<file path="src/rtl/core/u2u16_pkg.sv">
// Package with the word types, the queue entry type and the code constants of the encoder.
package u2u16_pkg;

  localparam logic [31:0] HighFirst = 32'h0000_D800;
  localparam logic [31:0] LowFirst  = 32'h0000_DC00;
  localparam logic [31:0] SurMask   = 32'h0000_03FF;
  localparam logic [31:0] SuppFirst = 32'h0001_0000;
  localparam logic [31:0] SuppLast  = 32'h0010_FFFF;
  localparam logic [15:0] QMark     = 16'h003F;
  localparam logic [15:0] HighBase  = 16'hD800;
  localparam logic [15:0] LowBase   = 16'hDC00;

  typedef struct packed {
    logic [31:0] code_point;
    logic        end_of_string;
  } in_item_t;

  typedef struct packed {
    logic [15:0] code_unit;
    logic        replaced;
    logic        last_unit;
    logic        string_done;
    logic        all_converted;
  } out_item_t;

  typedef struct packed {
    logic [2:0][15:0] units;
    logic [2:0]       rep;
    logic [1:0]       count;
    logic             eos;
    logic             all_conv;
  } rec_t;

endpackage

</file>
<file path="src/rtl/core/u2u16_front.sv">
// Front end: holds the mode and surrogate state and turns one word into a queue entry of units.
module u2u16_front (
  input  logic                clk_i,
  input  logic                rst_ni,
  input  logic                cfg_valid_i,
  input  logic                cfg_data_i,
  input  logic                accept_i,
  input  u2u16_pkg::in_item_t in_data_i,
  output logic                push_o,
  output u2u16_pkg::rec_t     rec_o
);
  import u2u16_pkg::*;

  logic        t16_q;
  logic        pv_q, pv_d;
  logic [15:0] ph_q, ph_d;
  logic        err_q, err_d;

  logic [31:0] code;
  logic        eos;
  logic        is_high, is_low;
  logic [31:0] v;
  logic [1:0]  n;
  rec_t        rec;

  assign code    = in_data_i.code_point;
  assign eos     = in_data_i.end_of_string;
  assign is_high = (code >= HighFirst) && (code <= (HighFirst | SurMask));
  assign is_low  = (code >= LowFirst) && (code <= (LowFirst | SurMask));
  assign v       = code - SuppFirst;

  always_comb begin
    rec  = '0;
    n    = 2'd0;
    pv_d = pv_q;
    ph_d = ph_q;
    if (is_high) begin
      if (pv_q) begin
        rec.units[n] = QMark;
        rec.rep[n]   = 1'b1;
        n            = n + 2'd1;
      end
      ph_d = code[15:0];
      pv_d = 1'b1;
    end else if (is_low) begin
      if (!pv_q) begin
        rec.units[n] = QMark;
        rec.rep[n]   = 1'b1;
        n            = n + 2'd1;
      end else begin
        rec.units[n] = ph_q;
        n            = n + 2'd1;
        rec.units[n] = code[15:0];
        n            = n + 2'd1;
        ph_d         = '0;
        pv_d         = 1'b0;
      end
    end else begin
      if (pv_q) begin
        rec.units[n] = QMark;
        rec.rep[n]   = 1'b1;
        n            = n + 2'd1;
        ph_d         = '0;
        pv_d         = 1'b0;
      end
      if (!t16_q && (code >= SuppFirst)) begin
        if (code > SuppLast) begin
          rec.units[n] = QMark;
          rec.rep[n]   = 1'b1;
          n            = n + 2'd1;
        end else begin
          rec.units[n] = HighBase | {6'd0, v[19:10]};
          n            = n + 2'd1;
          rec.units[n] = LowBase | {6'd0, v[9:0]};
          n            = n + 2'd1;
        end
      end else begin
        rec.units[n] = code[15:0];
        n            = n + 2'd1;
      end
    end
    if (eos && pv_d) begin
      rec.units[n] = QMark;
      rec.rep[n]   = 1'b1;
      n            = n + 2'd1;
    end
    if (eos) begin
      ph_d = '0;
      pv_d = 1'b0;
    end
    rec.count    = n;
    rec.eos      = eos;
    rec.all_conv = !(err_q || (|rec.rep));
    err_d        = eos ? 1'b0 : (err_q || (|rec.rep));
  end

  assign rec_o  = rec;
  assign push_o = accept_i && (n != 2'd0);

  always_ff @(posedge clk_i or negedge rst_ni) begin
    if (!rst_ni) begin
      t16_q <= 1'b0;
      pv_q  <= 1'b0;
      ph_q  <= '0;
      err_q <= 1'b0;
    end else begin
      if (cfg_valid_i) begin
        t16_q <= cfg_data_i;
      end
      if (accept_i) begin
        pv_q  <= pv_d;
        ph_q  <= ph_d;
        err_q <= err_d;
      end
    end
  end

endmodule

</file>
<file path="src/rtl/core/u2u16_fifo.sv">
// Short queue of unit groups between the front end and the back end.
module u2u16_fifo #(
  parameter int Depth = 4
) (
  input  logic            clk_i,
  input  logic            rst_ni,
  input  logic            push_i,
  input  u2u16_pkg::rec_t push_data_i,
  input  logic            pop_i,
  output logic            full_o,
  output logic            empty_o,
  output u2u16_pkg::rec_t head_o
);
  import u2u16_pkg::*;

  localparam int PtrW = $clog2(Depth);
  localparam int CntW = $clog2(Depth + 1);

  rec_t            mem_q [Depth];
  logic [PtrW-1:0] wr_q, rd_q;
  logic [CntW-1:0] cnt_q;

  assign full_o  = (cnt_q == CntW'(Depth));
  assign empty_o = (cnt_q == '0);
  assign head_o  = mem_q[rd_q];

  always_ff @(posedge clk_i) begin
    if (push_i) begin
      mem_q[wr_q] <= push_data_i;
    end
  end

  always_ff @(posedge clk_i or negedge rst_ni) begin
    if (!rst_ni) begin
      wr_q  <= '0;
      rd_q  <= '0;
      cnt_q <= '0;
    end else begin
      if (push_i) begin
        wr_q <= (wr_q == PtrW'(Depth - 1)) ? '0 : wr_q + PtrW'(1);
      end
      if (pop_i) begin
        rd_q <= (rd_q == PtrW'(Depth - 1)) ? '0 : rd_q + PtrW'(1);
      end
      if (push_i && !pop_i) begin
        cnt_q <= cnt_q + CntW'(1);
      end else if (pop_i && !push_i) begin
        cnt_q <= cnt_q - CntW'(1);
      end
    end
  end

`ifndef SYNTHESIS
  a_no_overflow: assert property (@(posedge clk_i) disable iff (!rst_ni)
    full_o && !pop_i |-> !push_i) else $error("push into full queue");
  a_no_underflow: assert property (@(posedge clk_i) disable iff (!rst_ni)
    empty_o |-> !pop_i) else $error("pop from empty queue");
  a_count_range: assert property (@(posedge clk_i) disable iff (!rst_ni)
    cnt_q <= CntW'(Depth)) else $error("queue count out of range");
`endif

endmodule

</file>
<file path="src/rtl/core/u2u16_back.sv">
// Back end: sends the units of each queued group one per cycle, while the output is taken, through the output register.
module u2u16_back (
  input  logic                 clk_i,
  input  logic                 rst_ni,
  input  logic                 empty_i,
  input  u2u16_pkg::rec_t      head_i,
  output logic                 pop_o,
  output logic                 out_valid_o,
  input  logic                 out_ready_i,
  output u2u16_pkg::out_item_t out_data_o
);
  import u2u16_pkg::*;

  logic      [1:0] idx_q;
  logic            out_valid_q;
  out_item_t       out_q, out_d;
  logic            load, last;

  assign load = !empty_i && (!out_valid_q || out_ready_i);
  assign last = (idx_q == (head_i.count - 2'd1));

  always_comb begin
    out_d.code_unit     = head_i.units[idx_q];
    out_d.replaced      = head_i.rep[idx_q];
    out_d.last_unit     = last;
    out_d.string_done   = last && head_i.eos;
    out_d.all_converted = last && head_i.eos && head_i.all_conv;
  end

  assign pop_o       = load && last;
  assign out_valid_o = out_valid_q;
  assign out_data_o  = out_q;

  always_ff @(posedge clk_i) begin
    if (load) begin
      out_q <= out_d;
    end
  end

  always_ff @(posedge clk_i or negedge rst_ni) begin
    if (!rst_ni) begin
      out_valid_q <= 1'b0;
      idx_q       <= '0;
    end else begin
      if (load) begin
        out_valid_q <= 1'b1;
        idx_q       <= last ? 2'd0 : idx_q + 2'd1;
      end else if (out_ready_i) begin
        out_valid_q <= 1'b0;
      end
    end
  end

`ifndef SYNTHESIS
  a_done_is_last: assert property (@(posedge clk_i) disable iff (!rst_ni)
    out_valid_o && out_data_o.string_done |-> out_data_o.last_unit)
    else $error("string end on a unit that is not the last of its word");
  a_conv_needs_done: assert property (@(posedge clk_i) disable iff (!rst_ni)
    out_valid_o && out_data_o.all_converted |-> out_data_o.string_done)
    else $error("conversion status outside string end");
  a_rep_is_qmark: assert property (@(posedge clk_i) disable iff (!rst_ni)
    out_valid_o && out_data_o.replaced |-> out_data_o.code_unit == QMark)
    else $error("replaced unit is not a question mark");
  a_idx_in_group: assert property (@(posedge clk_i) disable iff (!rst_ni)
    !empty_i |-> idx_q < head_i.count)
    else $error("unit index beyond group size");
`endif

endmodule

</file>
<file path="src/rtl/core/utf32_to_utf16_encoder_unit.sv">
// Top level of the UTF-32 to UTF-16 encoder: front end, unit-group queue and back end.
// The first unit of an accepted word is written into the queue and then into the output register.
// Throughput: one word per cycle while each word yields one unit and the output is taken; a word
// yielding more units holds the back end, as its single output register sends one unit per cycle.
// The queue of QDepth groups lets the front end keep accepting while the back end drains.
// Reset clears the mode register, the held surrogate, the error flag, the queue pointers and the output valid.
module utf32_to_utf16_encoder_unit #(
  parameter int QDepth = 4
) (
  input  logic                 clk_i,
  input  logic                 rst_ni,
  input  logic                 cfg_valid_i,
  output logic                 cfg_ready_o,
  input  logic                 cfg_data_i,
  input  logic                 in_valid_i,
  output logic                 in_ready_o,
  input  u2u16_pkg::in_item_t  in_data_i,
  output logic                 out_valid_o,
  input  logic                 out_ready_i,
  output u2u16_pkg::out_item_t out_data_o
);
  import u2u16_pkg::*;

  logic push, pop, full, empty;
  rec_t push_rec, head;

  assign cfg_ready_o = 1'b1;
  assign in_ready_o  = !full;

  u2u16_front u_front (
    .clk_i       (clk_i),
    .rst_ni      (rst_ni),
    .cfg_valid_i (cfg_valid_i),
    .cfg_data_i  (cfg_data_i),
    .accept_i    (in_valid_i && !full),
    .in_data_i   (in_data_i),
    .push_o      (push),
    .rec_o       (push_rec)
  );

  u2u16_fifo #(
    .Depth (QDepth)
  ) u_fifo (
    .clk_i       (clk_i),
    .rst_ni      (rst_ni),
    .push_i      (push),
    .push_data_i (push_rec),
    .pop_i       (pop),
    .full_o      (full),
    .empty_o     (empty),
    .head_o      (head)
  );

  u2u16_back u_back (
    .clk_i       (clk_i),
    .rst_ni      (rst_ni),
    .empty_i     (empty),
    .head_i      (head),
    .pop_o       (pop),
    .out_valid_o (out_valid_o),
    .out_ready_i (out_ready_i),
    .out_data_o  (out_data_o)
  );

endmodule

</file>
<file path="config.mk">
export PLATFORM = sky130hd
export DESIGN_NAME = utf32_to_utf16_encoder_unit
export DESIGN_NICKNAME = d
export VERILOG_FILES = /design/src/rtl/core/u2u16_pkg.sv /design/src/rtl/core/u2u16_front.sv /design/src/rtl/core/u2u16_fifo.sv /design/src/rtl/core/u2u16_back.sv /design/src/rtl/core/utf32_to_utf16_encoder_unit.sv
export SDC_FILE = /design/constraint.sdc
export NUM_CORES = 1
export LEC_CHECK = 0
export ABC_AREA = 1
export BUFFER_PORTS_ARGS = -buffer_cell sky130_fd_sc_hd__buf_2
export CAP_MARGIN = 10
export CORE_ASPECT_RATIO = 0.75
export CORE_MARGIN = 4
export CORE_UTILIZATION = 55
export DETAILED_ROUTE_END_ITERATION = 8
export GPL_TIMING_DRIVEN = 0
export PLACE_DENSITY = 0.73
export REMOVE_ABC_BUFFERS = 1
export SYNTH_ARGS = -nofsm -noshare
export SYNTH_HDL_FRONTEND = slang
export SYNTH_SLANG_ARGS = --single-unit
</file>
<file path="constraint.sdc">
create_clock -name clk_i -period 4.3 [get_ports clk_i]
set_input_delay 0.215 -clock clk_i [delete_from_list [all_inputs] [get_ports clk_i]]
set_output_delay 0.215 -clock clk_i [all_outputs]
set_load 0.1 [all_outputs]
</file>
==> metrics.txt <==
fin crit period=4069 ps; final cycle utilization of the critical path=94.63%; slowest cell on the critical path=nor2_4; # Max-Cap Violations=0; Die Ht=132.6 um; Bufs and invs on worst path=6; hold endpoint=u_front.ph_q[0]; DRC violations left=0; largest net degree at the start of global routing=64; worst min path class=primary input to register; R2R Path End=u_fifo.mem_q[2][42]; flop-to-flop setup slack=230 ps; Boundary Pins=62; post-synth cell types=50; Levels on crit path=16; Vias=8266; Comb pwr share=35.6%; area of all placed cells without fillers=around 13000 um^2; Crit. End Element=register; Antenna Nets Post-Route=0; outcome=finished, final reports clean; Max Fclk=~250 MHz; first-pass GRT wire length=43690 um; Worst R2R Path Depth=16; worst skew pair latency=between 500 and 600 ps; Slew @ Worst Pin=974.1 ps; n_diodes=0; number of global-route vias before repair=a little under 8k; RSZ-0062 raised after global routing=yes; share of layout cells above drive strength 1=15.64%; postcts setup bufs=0; Via-to-Cell Ratio=6.146; RR Startpoint=u_front.pv_q; Die ar.=approximately 23000 um^2; Multi-input gate area=3536 um^2; CP max stage delay=670 ps; number of synthesized register bits=249; Final Wtd Congestion=1.002; Max-slew headroom=34.96%; fillers=roughly 1.6k; sequential power share=39.4%; Synth warnings=0; pre-CTS WS=-319.9 ps; post-route setup slack=230.8 ps; final setup fails=0; internal power=around 5.3 mW; Peak VDD IR=between 0.5 and 0.6 mV; Core Rows=45; pwr/cell area=675.0 nW/um^2; port bufs=60; required time worst endpoint=4520 ps; skew final=~14 ps; DRT iter0 DRCs=1032; Crit path top cell by count=inv_1; Max clock buf depth=3; Crit Path Max Fanout=28; final WL=28120 um; Sw Ratio=between 30% and 40%; Worst Hold Depth=3; WL met2=about 13000 um; Post-Syn Area=around 11000 um^2; critical path class=register to register; P_sw=3.427 mW; H-tree levels=1; Initial Util=56.17%; Syn-to-layout area delta=13.81%; CTS clock-pin slew for the worst setup and hold paths=70 ps; Core Region=20270 um^2; GRT Total Usage=roughly a quarter; Reg area=7338 um^2; final hold viol count=0; post-synthesis sequential area ratio=64.40%; Met3 Wirelength=2604 um; Syn Area/Cell=~11 um^2; Nets=1125; Worst EP arrival=4290 ps; Placed Area=12030 um^2; crit-path cells=buf_16, inv_1, ha_1, nand3_2, nand3_2, nand2_4, inv_1, ha_1, inv_1, nand2_1, nand2_2, inv_2, nand3_4, nand2_8, nor2_4, buf_12; wire length per cell=20.90 um; Setup crit start kind=register; die width=about 170 um; Synth Instances=between 1k and 1.5k; residual overflow from global routing=0; met1 wire length=12200 um; top layer in use=met4; Root Buffer=clkbuf_16; drt pass-1 iters=8; clock group share of total power=25.0%; P_leak=4.859 nW; fin. max-slew vios=0; Detailed Place HPWL=17570 um; CTS tree=built; Sinks on Clock Net=249; Crit path max-delay family=simple AND/OR/NAND/NOR gates; hold path start=in_data_i[1]; TritonCTS buffer count=24; initial antenna violation count=0
-- cells in the mapped netlist, drive strengths merged --
cell type    n  area share, %
xor2         5           0.38
nor4         2           0.11
o2111ai      1          0.077
o21ai      136            6.0
o22ai       33            1.8
nand2      108            4.4
nor3        12           0.57
fa           1           0.18
a22oi        2           0.13
o31ai        1           0.19
a32oi        2           0.15
nand3       51            2.6
a31oi        3           0.22
inv         82            2.7
a221oi       3           0.23
a211oi       2           0.13
a21oi       24            1.2
buf         12           0.68
clkinv       1          0.077
dfrtp       29            6.4
nand3b       2           0.16
nor2       174            6.5
clkbuf      43            1.4
edfxtp     220             58
nand4        6           0.33
xnor2        1          0.077
ha          15            1.6
nor3b        1           0.11
conb         1          0.033
a32o         7           0.62
o221ai      26            2.0
o211ai      13           0.86
o21bai       1          0.066
-- how the worst max path moves through the flow --
stage	slack (ps)	to	startpoint
floorplan	-1000	u_fifo.cnt_q[2]	u_fifo.rd_q[0]
global placement	-3890	u_fifo.cnt_q[2]	u_fifo.rd_q[0]
detailed placement	-320	u_fifo.mem_q[2][43]	in_data_i[17]
CTS	50	u_fifo.mem_q[2][42]	u_front.pv_q
global route	-1	u_fifo.mem_q[3][35]	u_front.pv_q
finish	230	u_fifo.mem_q[2][42]	u_front.pv_q
-- repair_timing --
action,4_1_cts,5_1_grt
hold buffers,8,0
hold endpoints to repair,38,0
resized for setup,0,2
setup endpoints to repair,0,115
-- power by group through the flow --
stage	Clock (mW)	Sequential (mW)	Combinational, mW
2_1_floorplan	0	4.24	1.36
3_3_place_gp	0	3.64	2.74
3_5_place_dp	0	3.51	3.03
4_1_cts	2.22	3.46	3.05
5_1_grt	2.32	3.49	3.36
6_report	2.19	3.44	3.12
-- routing by layer --
metal / global-route usage, % / vias to the layer above
met3: 3.970 / 58
li1: - / 3765
met4: 6.418 / 0
met1: 35.55 / 4002
met2: 36.98 / 441
met5: 0 / -
-- state kept, by name, summed over array words and instances (netlist names) --
name                cells
u_fifo.mem_q          200
u_back.out_data_o      20
u_front.ph_q           16
u_fifo.cnt_q            3
u_back.idx_q            2
u_fifo.rd_q             2
u_fifo.wr_q             2
u_back.out_valid_o      1
u_front.err_q           1
u_front.pv_q            1
u_front.t16_q           1
-- layout make-up --
class / instances / area share (%)
clock buffers: 30 / 4.963
well taps: 258 / 2.491
clock inverters: 13 / 1.342
flip-flops and latches: 249 / 56.63
repair buffers: 79 / 4.828
inverters: 83 / 2.462
multi-input cells: 633 / 27.29
-- logic make-up (layout without fill, tap and decap cells) --
kind of cell	Yosys count	count (layout)	share of synthesized area (%)
buffers and inverters	138	205	4.879
xor gates and xnor gates	6	6	0.4615
and+or+nand+nor	356	356	14.79
AOI/OAI and AO/OA	254	254	13.62
adders and majority gates	16	16	1.824
other	1	1	0.03294
DFF	249	249	64.40
-- cells in the final DEF, fill, tap and decap left out, types with 8 or more instances in the layout --
cell,Yosys,layout
o22ai_1,33,33
nand2_2,12,13
o21ai_0,129,129
dfrtp_1,29,26
buf_2,5,60
dlygate4sd3_1,0,8
nand3_1,44,44
o221ai_1,26,26
ha_1,15,15
a21oi_1,23,23
inv_1,70,68
inv_2,12,13
nor3_1,11,11
edfxtp_1,220,220
nand2_1,90,89
nor2_1,161,161
o211ai_1,13,13
clkbuf_16,0,24
-- worst reg2reg max path, stage by stage, from the launching register on --
cell	delay, ps
dfrtp_2	580
buf_16	250
inv_1	420
ha_1	350
nand3_2	90
nand3_2	120
nand2_4	120
inv_1	50
ha_1	280
inv_1	60
nand2_1	60
nand2_2	120
inv_2	60
nand3_4	120
nand2_8	100
nor2_4	670
buf_12	310
-- stage by stage --
step           cells  setup TNS (ps)  hold slack [ps]  total power, mW  utilization [%]
6_report        1345               0            21.56            8.747            63.93
5_1_grt         1345          -2.102            12.37            9.173            63.93
4_1_cts         1344               0            3.268            8.736            63.78
3_5_place_dp    1293          -38270            283.2            6.535            59.35
3_3_place_gp    1283         -458690            290.7            6.380            58.07
2_1_floorplan    965          -46160           -80.59            5.601                -
Note: power is estimated with default switching activity, not from simulation.
